[config.mk]
export PLATFORM = sky130hd
export DESIGN_NAME = modular_exponentiation
export DESIGN_NICKNAME = d
export VERILOG_FILES = /design/src/rtl/mexp_pkg.sv /design/src/rtl/mexp_mulred.sv /design/src/rtl/modular_exponentiation.sv
export VERILOG_INCLUDE_DIRS = /design/src /design/src/rtl
export SDC_FILE = /design/constraint.sdc
export NUM_CORES = 1
export LEC_CHECK = 0
export BUFFER_PORTS_ARGS = -buffer_cell sky130_fd_sc_hd__buf_4
export CORE_MARGIN = 4
export CORE_UTILIZATION = 55
export DETAILED_ROUTE_END_ITERATION = 7
export PLACE_DENSITY = 0.72
export SYNTH_ARGS = -nofsm -noshare
export SYNTH_HDL_FRONTEND = slang
export SYNTH_SLANG_ARGS = --single-unit
[constraint.sdc]
create_clock -name i_clk -period 7.2 [get_ports i_clk]
set_input_delay 0.72 -clock i_clk [delete_from_list [all_inputs] [get_ports i_clk]]
set_output_delay 0.72 -clock i_clk [all_outputs]
set_load 0.005 [all_outputs]
[src/rtl/assert_macros.svh]
// Assertion macros for the RTL files; modular_exponentiation.sv includes them.
`ifndef ASSERT_MACROS_SVH
`define ASSERT_MACROS_SVH

`ifndef SYNTHESIS

`define ASSERT_CLK(label, clk, rst_n, prop) \
    label: assert property (@(posedge clk) disable iff (!(rst_n)) prop) \
        else $error("%m: assertion failed");

`define ASSERT_NEVER(label, clk, rst_n, cond) \
    label: assert property (@(posedge clk) disable iff (!(rst_n)) !(cond)) \
        else $error("%m: forbidden condition seen");

`else

`define ASSERT_CLK(label, clk, rst_n, prop)

`define ASSERT_NEVER(label, clk, rst_n, cond)

`endif

`endif

[src/rtl/mexp_pkg.sv]
// Shared types and constants of the modular exponentiation block.
package mexp_pkg;

    localparam int CFG_IDX_W = 1;

    localparam logic [CFG_IDX_W-1:0] REG_EXPONENT = 1'd0;
    localparam logic [CFG_IDX_W-1:0] REG_MODULUS  = 1'd1;

    typedef struct packed {
        logic busy;
        logic done;
    } t_mul_status;

endpackage

[src/rtl/mexp_mulred.sv]
// Bit-serial interleaved modular multiplier, one multiplier bit per cycle.
module mexp_mulred #(
    parameter int W = 32
) (
    input  logic                  i_clk,
    input  logic                  i_rst_n,
    input  logic                  i_start,
    input  logic [W-1:0]          i_a,
    input  logic [W-1:0]          i_b,
    input  logic [W-1:0]          i_mod,
    output mexp_pkg::t_mul_status o_stat,
    output logic [W-1:0]          o_prod
);
    import mexp_pkg::*;

    localparam int CNT_W = (W > 1) ? $clog2(W) : 1;

    logic             r_busy, n_busy;
    logic             r_done, n_done;
    logic [CNT_W-1:0] r_cnt, n_cnt;
    logic [W-1:0]     r_a, n_a;
    logic [W-1:0]     r_b, n_b;
    logic [W:0]       r_m, n_m;
    logic [W-1:0]     r_acc, n_acc;

    logic [W+1:0]     w_sum;
    logic [W+1:0]     w_m1;
    logic [W+1:0]     w_m2;
    logic [W+1:0]     w_step;

    // 2*acc + addend stays below 3m, so at most 2m comes off
    always_comb begin
        w_sum = {1'b0, r_acc, 1'b0} + (r_b[W-1] ? {2'b00, r_a} : {(W+2){1'b0}});
        w_m1  = {1'b0, r_m};
        w_m2  = {r_m, 1'b0};
        if (w_sum >= w_m2) begin
            w_step = w_sum - w_m2;
        end else if (w_sum >= w_m1) begin
            w_step = w_sum - w_m1;
        end else begin
            w_step = w_sum;
        end
    end

    always_comb begin
        n_busy = r_busy;
        n_done = 1'b0;
        n_cnt  = r_cnt;
        n_a    = r_a;
        n_b    = r_b;
        n_m    = r_m;
        n_acc  = r_acc;
        if (i_start) begin
            n_busy = 1'b1;
            n_cnt  = '0;
            n_a    = i_a;
            n_b    = i_b;
            // zero modulus means 2^W
            n_m    = {(i_mod == '0), i_mod};
            n_acc  = '0;
        end else if (r_busy) begin
            n_acc = w_step[W-1:0];
            n_b   = r_b << 1;
            if (r_cnt == CNT_W'(W - 1)) begin
                n_busy = 1'b0;
                n_done = 1'b1;
            end else begin
                n_cnt = r_cnt + 1'b1;
            end
        end
    end

    always_ff @(posedge i_clk) begin
        if (!i_rst_n) begin
            r_busy <= 1'b0;
            r_done <= 1'b0;
            r_cnt  <= '0;
        end else begin
            r_busy <= n_busy;
            r_done <= n_done;
            r_cnt  <= n_cnt;
        end
    end

    always_ff @(posedge i_clk) begin
        r_a   <= n_a;
        r_b   <= n_b;
        r_m   <= n_m;
        r_acc <= n_acc;
    end

    assign o_stat.busy = r_busy;
    assign o_stat.done = r_done;
    assign o_prod      = r_acc;

endmodule

[src/rtl/modular_exponentiation.sv]
// Modular exponentiation top level: key registers, square-and-multiply sequencer.
// Computes base^exponent mod modulus by right-to-left square and multiply, using one
// bit-serial modular multiplier. The base is first reduced on the same multiplier.
// All W = OPERAND_WIDTH exponent bits are scanned.
// The input is not ready while a request is in work; the result sits in an output
// register, so a new request is taken while it waits. A zero exponent gives 1.
// Exponent (index 0, reset 0) and modulus (index 1, reset 1; zero means 2^W) must
// be written through the config port only while the block is idle; the block
// itself does not enforce this.
`include "assert_macros.svh"

module modular_exponentiation #(
    parameter int OPERAND_WIDTH = 32
) (
    input  logic                           i_clk,
    input  logic                           i_rst_n,
    input  logic                           i_cfg_we,
    input  logic [mexp_pkg::CFG_IDX_W-1:0] i_cfg_index,
    input  logic [OPERAND_WIDTH-1:0]       i_cfg_data,
    input  logic                           i_in_valid,
    output logic                           o_in_ready,
    input  logic [OPERAND_WIDTH-1:0]       i_base_value,
    output logic                           o_out_valid,
    input  logic                           i_out_ready,
    output logic [OPERAND_WIDTH-1:0]       o_power_result
);
    import mexp_pkg::*;

    localparam int W     = OPERAND_WIDTH;
    localparam int CNT_W = $clog2(W);

    localparam logic [2:0] ST_IDLE = 3'd0;
    localparam logic [2:0] ST_RED  = 3'd1;
    localparam logic [2:0] ST_DISP = 3'd2;
    localparam logic [2:0] ST_MUL  = 3'd3;
    localparam logic [2:0] ST_SQR  = 3'd4;
    localparam logic [2:0] ST_FIN  = 3'd5;

    logic [W-1:0]     r_exponent;
    logic [W-1:0]     r_modulus;

    logic [2:0]       r_state, n_state;
    logic [W-1:0]     r_power, n_power;
    logic [W-1:0]     r_acc, n_acc;
    logic [W-1:0]     r_exp, n_exp;
    logic [CNT_W-1:0] r_cnt, n_cnt;
    logic [W-1:0]     r_result, n_result;
    logic             r_out_valid, n_out_valid;

    logic             w_start;
    logic [W-1:0]     w_op_a;
    logic [W-1:0]     w_op_b;
    logic [W-1:0]     w_prod;
    t_mul_status      w_mul_stat;

    always_ff @(posedge i_clk) begin
        if (!i_rst_n) begin
            r_exponent <= '0;
            r_modulus  <= W'(1);
        end else if (i_cfg_we) begin
            case (i_cfg_index)
                REG_EXPONENT: r_exponent <= i_cfg_data;
                REG_MODULUS:  r_modulus  <= i_cfg_data;
                default: ;
            endcase
        end
    end

    always_comb begin
        n_state     = r_state;
        n_power     = r_power;
        n_acc       = r_acc;
        n_exp       = r_exp;
        n_cnt       = r_cnt;
        n_result    = r_result;
        n_out_valid = r_out_valid && !i_out_ready;
        w_start     = 1'b0;
        w_op_a      = r_power;
        w_op_b      = r_power;
        case (r_state)
            ST_IDLE: begin
                if (i_in_valid) begin
                    // base mod m computed as 1 * base on the multiplier
                    w_start = 1'b1;
                    w_op_a  = W'(1);
                    w_op_b  = i_base_value;
                    n_acc   = W'(1);
                    n_exp   = r_exponent;
                    n_cnt   = '0;
                    n_state = ST_RED;
                end
            end
            ST_RED: begin
                if (w_mul_stat.done) begin
                    n_power = w_prod;
                    n_state = ST_DISP;
                end
            end
            ST_DISP: begin
                w_start = 1'b1;
                if (r_exp[0]) begin
                    w_op_a  = r_acc;
                    n_state = ST_MUL;
                end else begin
                    n_state = ST_SQR;
                end
            end
            ST_MUL: begin
                if (w_mul_stat.done) begin
                    n_acc   = w_prod;
                    w_start = 1'b1;
                    n_state = ST_SQR;
                end
            end
            ST_SQR: begin
                if (w_mul_stat.done) begin
                    n_power = w_prod;
                    n_exp   = r_exp >> 1;
                    if (r_cnt == CNT_W'(W - 1)) begin
                        n_state = ST_FIN;
                    end else begin
                        n_cnt   = r_cnt + 1'b1;
                        n_state = ST_DISP;
                    end
                end
            end
            ST_FIN: begin
                if (!r_out_valid || i_out_ready) begin
                    n_result    = r_acc;
                    n_out_valid = 1'b1;
                    n_state     = ST_IDLE;
                end
            end
            default: begin
                n_state = ST_IDLE;
            end
        endcase
    end

    always_ff @(posedge i_clk) begin
        if (!i_rst_n) begin
            r_state     <= ST_IDLE;
            r_cnt       <= '0;
            r_out_valid <= 1'b0;
        end else begin
            r_state     <= n_state;
            r_cnt       <= n_cnt;
            r_out_valid <= n_out_valid;
        end
    end

    always_ff @(posedge i_clk) begin
        r_power  <= n_power;
        r_acc    <= n_acc;
        r_exp    <= n_exp;
        r_result <= n_result;
    end

    mexp_mulred #(
        .W (W)
    ) u_mulred (
        .i_clk   (i_clk),
        .i_rst_n (i_rst_n),
        .i_start (w_start),
        .i_a     (w_op_a),
        .i_b     (w_op_b),
        .i_mod   (r_modulus),
        .o_stat  (w_mul_stat),
        .o_prod  (w_prod)
    );

    assign o_in_ready     = (r_state == ST_IDLE);
    assign o_out_valid    = r_out_valid;
    assign o_power_result = r_result;

    `ASSERT_CLK(a_busy_state, i_clk, i_rst_n, w_mul_stat.busy |-> (r_state == ST_RED || r_state == ST_MUL || r_state == ST_SQR))
    `ASSERT_NEVER(a_ready_busy, i_clk, i_rst_n, o_in_ready && w_mul_stat.busy)
    `ASSERT_CLK(a_start_free, i_clk, i_rst_n, w_start |-> !w_mul_stat.busy)
    `ASSERT_CLK(a_result_hold, i_clk, i_rst_n, (r_out_valid && !i_out_ready) |=> (r_out_valid && $stable(r_result)))

endmodule

==> impl_metrics.ini, run 1 <==
[cts]
cts_tree = done
clkTransAtPathRegs_ns = 0.06
post_cts_resize_count = 0
root_buffer = clkbuf_16
clk_latency_ns = 0.53
ctsHoldBuffers = 0
cts_sinks = 337
clk_path_buf_depth = 3
numCtsBuffers = 36
postCtsSetupBuffers = 0
htreeDepth = 2

[logic_synthesis]
synth_fp_nets = 2055
avgSynthCellArea_um2 = 9.83
yosys.area.top_type = edfxtp_1
synth-edff-count = 225
synth_area_um2 = 18500
async_flop_share = 0
netlist.area_leader.share = 0.366
synth_common_cells = nand2_1 (316), edfxtp_1 (225), a21oi_1 (153), dfxtp_1 (112), nor2_1 (103)
syn_inst = 1881
ys.flop_type = edfxtp_1
yosys_warnings = 0
synth_seq_cells = 337
synth.distinct_cells = 82
ys_seq_area_frac = 0.487
yosys-top-cells-area = edfxtp_1 (37%), dfxtp_1 (12%), ha_1 (6.8%), nand2_1 (6.4%), a21oi_1 (4.1%)
yosysMostFrequentCell = nand2_1

[critical_path]
critPathArrivalTime_ns = 6.62
cp_slowest_cell = nand2_1
crit_chain = and2_1 -> ha_1 -> and4_1 -> nand2_1 -> o21ai_0 -> a31oi_1 -> a311oi_1 -> nor4_1 -> a211o_1 -> ha_1 -> nand4_1 -> or2_2 -> a311oi_1 -> nor3_2 -> a221o_1 -> and3_2 -> nand2_1 -> o21ai_0
critPathBufInv = 0
slowest_delay_ns = 0.57
cp-start-kind = flip-flop
cp.required_ns = 7.55
crit_family = compound AO/OA/AOI/OAI gates
endpoint_kind = flip-flop
path_class = reg2reg
cp_max_fo = 22

[routing]
drtAntennaViolNets = 0
viasPerCell = 5.91
vias = 14300
wl_per_cell_um = 19.4
first_pass_iters = 5
wirelength_um = 46900
drc = 0
first_iter_violations = 945

[min_path]
holdCritPathClass = in2reg

[die]
core-area_um2 = 32900
start_util = 0.562
fp.dieW_um = 191
num_rows = 66
fp.dieH_um = 191
dieArea_um2 = 36600
io_pins = 104

[cells_and_area]
antennaDiodeCount = 0
fin_nets = 2121
fillers = 2796
drive_gt1_frac = 0.124
syn_to_final_growth_pct = 11.8

[sta]
post-route-period-util = 0.870
fin_tns_setup_ns = 0
relSlewSlack = 0.213
worst_pin_slew_ns = 1.18
hold_viol_final = 0
rsz0062_at_grt = false
whs_ns = 0.432
period_minus_slack_ns = 6.27
slew_violations = 0
fin_worst_skew_ns = 0.0235
setup-violations-final = 0
fmax_mhz = 160

[job]
maxCapViolCount = 0

[global_route]
antenna_found_initial = 0
grt_pass1_vias = 13800
grt_usage = 0.250
grt_pass1_wl_um = 73500
grt_max_degree = 83
grt-ovfl-total = 0

[place]
port_buffers = 103
gp_congestion = 0.968
hpwl_um = 34700

[status]
status = complete, no violations
==> final timing paths <==
| path | startpoint | endpoint | slack (ns) | cells past startpoint |
|---|---|---|---|---|
| setup reg to reg | u_mulred.r_b[31] | u_mulred.o_prod[12] | 0.93 | 18 |
| hold reg to reg | u_mulred.r_busy | u_mulred.r_done | 0.45 | 2 |
| setup / recovery | u_mulred.r_b[31] | u_mulred.o_prod[12] | 0.93 | 18 |
| hold / removal | i_rst_n | r_modulus[0] | 0.43 | 2 |
==> flip-flops by register name (all words and copies together) (netlist names) <==
| register | flops |
|---|---|
| u_mulred.o_prod | 32 |
| r_cnt | 5 |
| r_state | 3 |
| r_acc | 32 |
| o_out_valid | 1 |
| u_mulred.r_m | 33 |
| u_mulred.r_a | 32 |
| r_modulus | 32 |
| o_power_result | 32 |
| u_mulred.r_busy | 1 |
| u_mulred.r_b | 32 |
| u_mulred.r_done | 1 |
| r_power | 32 |
| r_exponent | 32 |
| r_exp | 32 |
| u_mulred.r_cnt | 5 |
==> worst register-to-register path, cell delays in order, from the launching register on <==
cell and delay, ns:
edfxtp_1 0.52, and2_1 0.21, ha_1 0.38, and4_1 0.23, nand2_1 0.06, o21ai_0 0.54
a31oi_1 0.32, a311oi_1 0.54, nor4_1 0.12, a211o_1 0.37, ha_1 0.43, nand4_1 0.16
or2_2 0.34, a311oi_1 0.27, nor3_2 0.11, a221o_1 0.38, and3_2 0.32, nand2_1 0.57
o21ai_0 0.24
==> cell families (layout without fill, tap and decap cells) <==
family	after synthesis	in the layout	share of synthesized area
DFF	337	337	0.487
adders and majority gates	104	104	0.0716
buffers and inverters	168	262	0.0413
xor gates and xnor gates	82	82	0.0389
AOI/OAI and AO/OA	484	484	0.165
muxes	61	61	0.0355
and+or+nand+nor	645	645	0.161
==> stage by stage <==
step | worst slack [ns] | instance area [µm²] | std cells | util
final | 0.934 | 20700 | 2417 | 0.629
after global routing | 0.616 | 20700 | 2417 | 0.629
after CTS | 1.04 | 20700 | 2417 | 0.629
after detailed placement | 1.12 | 19500 | 2351 | 0.593
after global placement | 1.28 | 19500 | 2351 | 0.593
after floorplan | 2.03 | 18500 | 1881 | -
==> cell type report <==
type                            count  area, µm²  share of cell area
Multi-Input combinational cell   1376       8740               0.423
Clock inverter                     21        178             0.00860
Clock buffer                       45        986              0.0477
Sequential cell                   337       9000               0.436
Tap cell                          442        553              0.0268
Timing Repair Buffer              122        928              0.0449
Inverter                           74        280              0.0136
==> cell usage in the layout, fill, tap and decap left out, types with 19 or more instances in the layout <==
master / count
a21o_1: 33
a21oi_1: 153
a31oi_1: 54
and2_1: 68
and3_1: 21
buf_4: 121
clkbuf_16: 37
dfxtp_1: 112
edfxtp_1: 225
ha_1: 101
inv_1: 72
mux2_2: 32
mux2i_1: 28
nand2_1: 316
nand3_1: 29
nand4_1: 19
nor2_1: 103
o21ai_0: 96
xnor2_1: 60
xor2_1: 22
==> per-layer routing <==
metal	wire, µm	GRT usage	vias to the layer above
li1	-	-	6970
met4	1310	0.0710	0
met5	0	0	-
met3	3030	0.0369	71
met1	21300	0.357	6787
met2	21300	0.401	455
Power of run 1 is left out: the tool's default activity adds up to more than one toggle a clock period on the data nets, which glitch-free logic cannot reach.
==> run 2, diff against run 1 <==
--- a/config.mk
+++ b/config.mk
@@ -13,4 +13,5 @@
 export PLACE_DENSITY = 0.72
 export SYNTH_ARGS = -nofsm -noshare
 export SYNTH_HDL_FRONTEND = slang
+export SYNTH_HIERARCHICAL = 1
 export SYNTH_SLANG_ARGS = --single-unit
==> run 2 against run 1 <==
Net effect: global-route usage fell by 1.5 points; non-clock buffer count did not move; worst hold slack improved by 0.014 ns; clock skew rose by 0.0033 ns; sequential share of layout area fell by 0.94 points; synthesized cell count fell by 3.6%; routed wire length fell by 6.5%; die area rose by 1.1%; final area rose by 2.2%; critical endpoint is now u_mulred/o_prod[7]; highest routed layer unchanged.
==> impl_metrics.ini, run 2 <==
[status]
status = complete, no violations

[cts]
cts_tree = done
cts_sinks = 337
ctsHoldBuffers = 0
postCtsSetupBuffers = 0
numCtsBuffers = 39
clkTransAtPathRegs_ns = 0.06
root_buffer = clkbuf_16
clk_path_buf_depth = 3
post_cts_resize_count = 0
htreeDepth = 2
clk_latency_ns = 0.54

[min_path]
worstHoldStart = r_acc[1]
hold-path-endpoint = o_power_result[1]
holdCritPathClass = reg2reg
hold_depth = 0

[sta]
fmax_mhz = 154
setup-violations-final = 0
hold_viol_final = 0
period_minus_slack_ns = 6.49
worst_pin_slew_ns = 1.12
post-route-period-util = 0.901
slew_violations = 0
fin_worst_skew_ns = 0.0268
rsz0062_at_grt = false
relSlewSlack = 0.252
fin_tns_setup_ns = 0

[global_route]
grt_pass1_wl_um = 70200
grt-ovfl-total = 0
grt_max_degree = 112
antenna_found_initial = 0
grt_pass1_vias = 13000
grt_usage = 0.235

[place]
gp_congestion = 0.964
port_buffers = 103
hpwl_um = 31400

[cells_and_area]
syn_to_final_growth_pct = 13.0
fin_nets = 2065
top_register = u_mulred/r_m
largest_register_ffs = 33
fillers = 2727
multiInputGateArea_um2 = 9130
fin_util = 0.630
seqCellArea_um2 = 9000
drive_gt1_frac = 0.147
antennaDiodeCount = 0
final_common_cell = nand2_1
layout_common_cells = nand2_1 (299), edfxtp_1 (225), buf_4 (120)

[power_and_ir_drop]
p_per_area_nw_per_um2 = 488
p_leak_nw = 8.51
peakVddDrop_mv = 0.224
total_power_w = 0.0103

[job]
maxCapViolCount = 0

[critical_path]
cp_max_fo = 47
crit_chain = and2_1 -> ha_1 -> o21ai_0 -> nor2_1 -> o311a_1 -> o21ai_1 -> a2111oi_0 -> o21ai_0 -> o311ai_1 -> ha_1 -> and4_1 -> or2_2 -> and2_1 -> a21oi_1 -> o211ai_1 -> a311oi_4 -> buf_4 -> mux2_2 -> o21ai_0 -> o22ai_1
cpMostUsedCell = o21ai_0
critPathBufInv = 1
crit_family = compound AO/OA/AOI/OAI gates
cp-start-kind = flip-flop
r2r-end = u_mulred/o_prod[7]
cp_slowest_cell = edfxtp_1
critPathArrivalTime_ns = 6.87
r2r_cells = 20
cp.required_ns = 7.59
slowest_delay_ns = 0.64
regToRegSetupSlack_ns = 0.71
cp.depth = 20
path_class = reg2reg
endpoint_kind = flip-flop
reg2reg_from = u_mulred/r_b[31]

[routing]
first_pass_iters = 5
drtAntennaViolNets = 0
first_iter_violations = 906
vias = 13700
viasPerCell = 5.78
drc = 0
wirelength_um = 43800
wl_per_cell_um = 18.5

[die]
start_util = 0.557
num_rows = 67
io_pins = 104
core-area_um2 = 33500
fp.dieW_um = 192
dieArea_um2 = 37000
fp.dieH_um = 192

[logic_synthesis]
yosys_warnings = 6
syn_inst = 1813
avgSynthCellArea_um2 = 10.3
synth_fp_nets = 1987
synth_area_um2 = 18700
[run 2: final cells by class]
| cell class | count | area share |
|---|---|---|
| repair buffers | 122 | 0.0443 |
| multi-input cells | 1332 | 0.432 |
| inverters | 59 | 0.0105 |
| well taps | 448 | 0.0265 |
| clock inverters | 20 | 0.00847 |
| flip-flops and latches | 337 | 0.426 |
| clock buffers | 52 | 0.0520 |
[run 2: per-stage QoR]
stage	instances	cell area (µm²)	setup slack (ns)	hold slack [ns]
floorplan	1813	18700	1.39	0.427
global placement	2297	19800	0.849	0.431
detailed placement	2297	19800	0.678	0.433
CTS	2369	21100	0.641	0.444
global route	2370	21100	0.125	0.457
finish	2370	21100	0.711	0.446
[run 2: how the worst max path moves through the flow]
stage | from | to | slack (ns)
after floorplan | r_state[1] | u_mulred/r_b[0] | 1.39
after global placement | u_mulred/r_b[31] | u_mulred/o_prod[7] | 0.85
after detailed placement | u_mulred/r_b[31] | u_mulred/o_prod[7] | 0.68
after CTS | u_mulred/r_b[31] | u_mulred/o_prod[7] | 0.64
after global routing | u_mulred/r_b[31] | u_mulred/o_prod[7] | 0.12
final | u_mulred/r_b[31] | u_mulred/o_prod[7] | 0.71
[run 2: per-layer routing]
layer	share of wire	vias to the layer above	GRT usage
met5	0	-	0
met2	0.44	363	0.363
met1	0.49	6505	0.360
met4	0.016	0	0.0477
li1	-	6781	-
met3	0.050	58	0.0295
[run 2: power breakdown]
part           total [W]  internal, W  leakage [nW]  switching [W]
clock            0.00193      0.00115         0.622       0.000780
sequential       0.00267      0.00245          3.09       0.000217
combinational    0.00570      0.00230          4.80        0.00340
total             0.0103      0.00591          8.51        0.00440
Power figures use the tool's default switching activity.
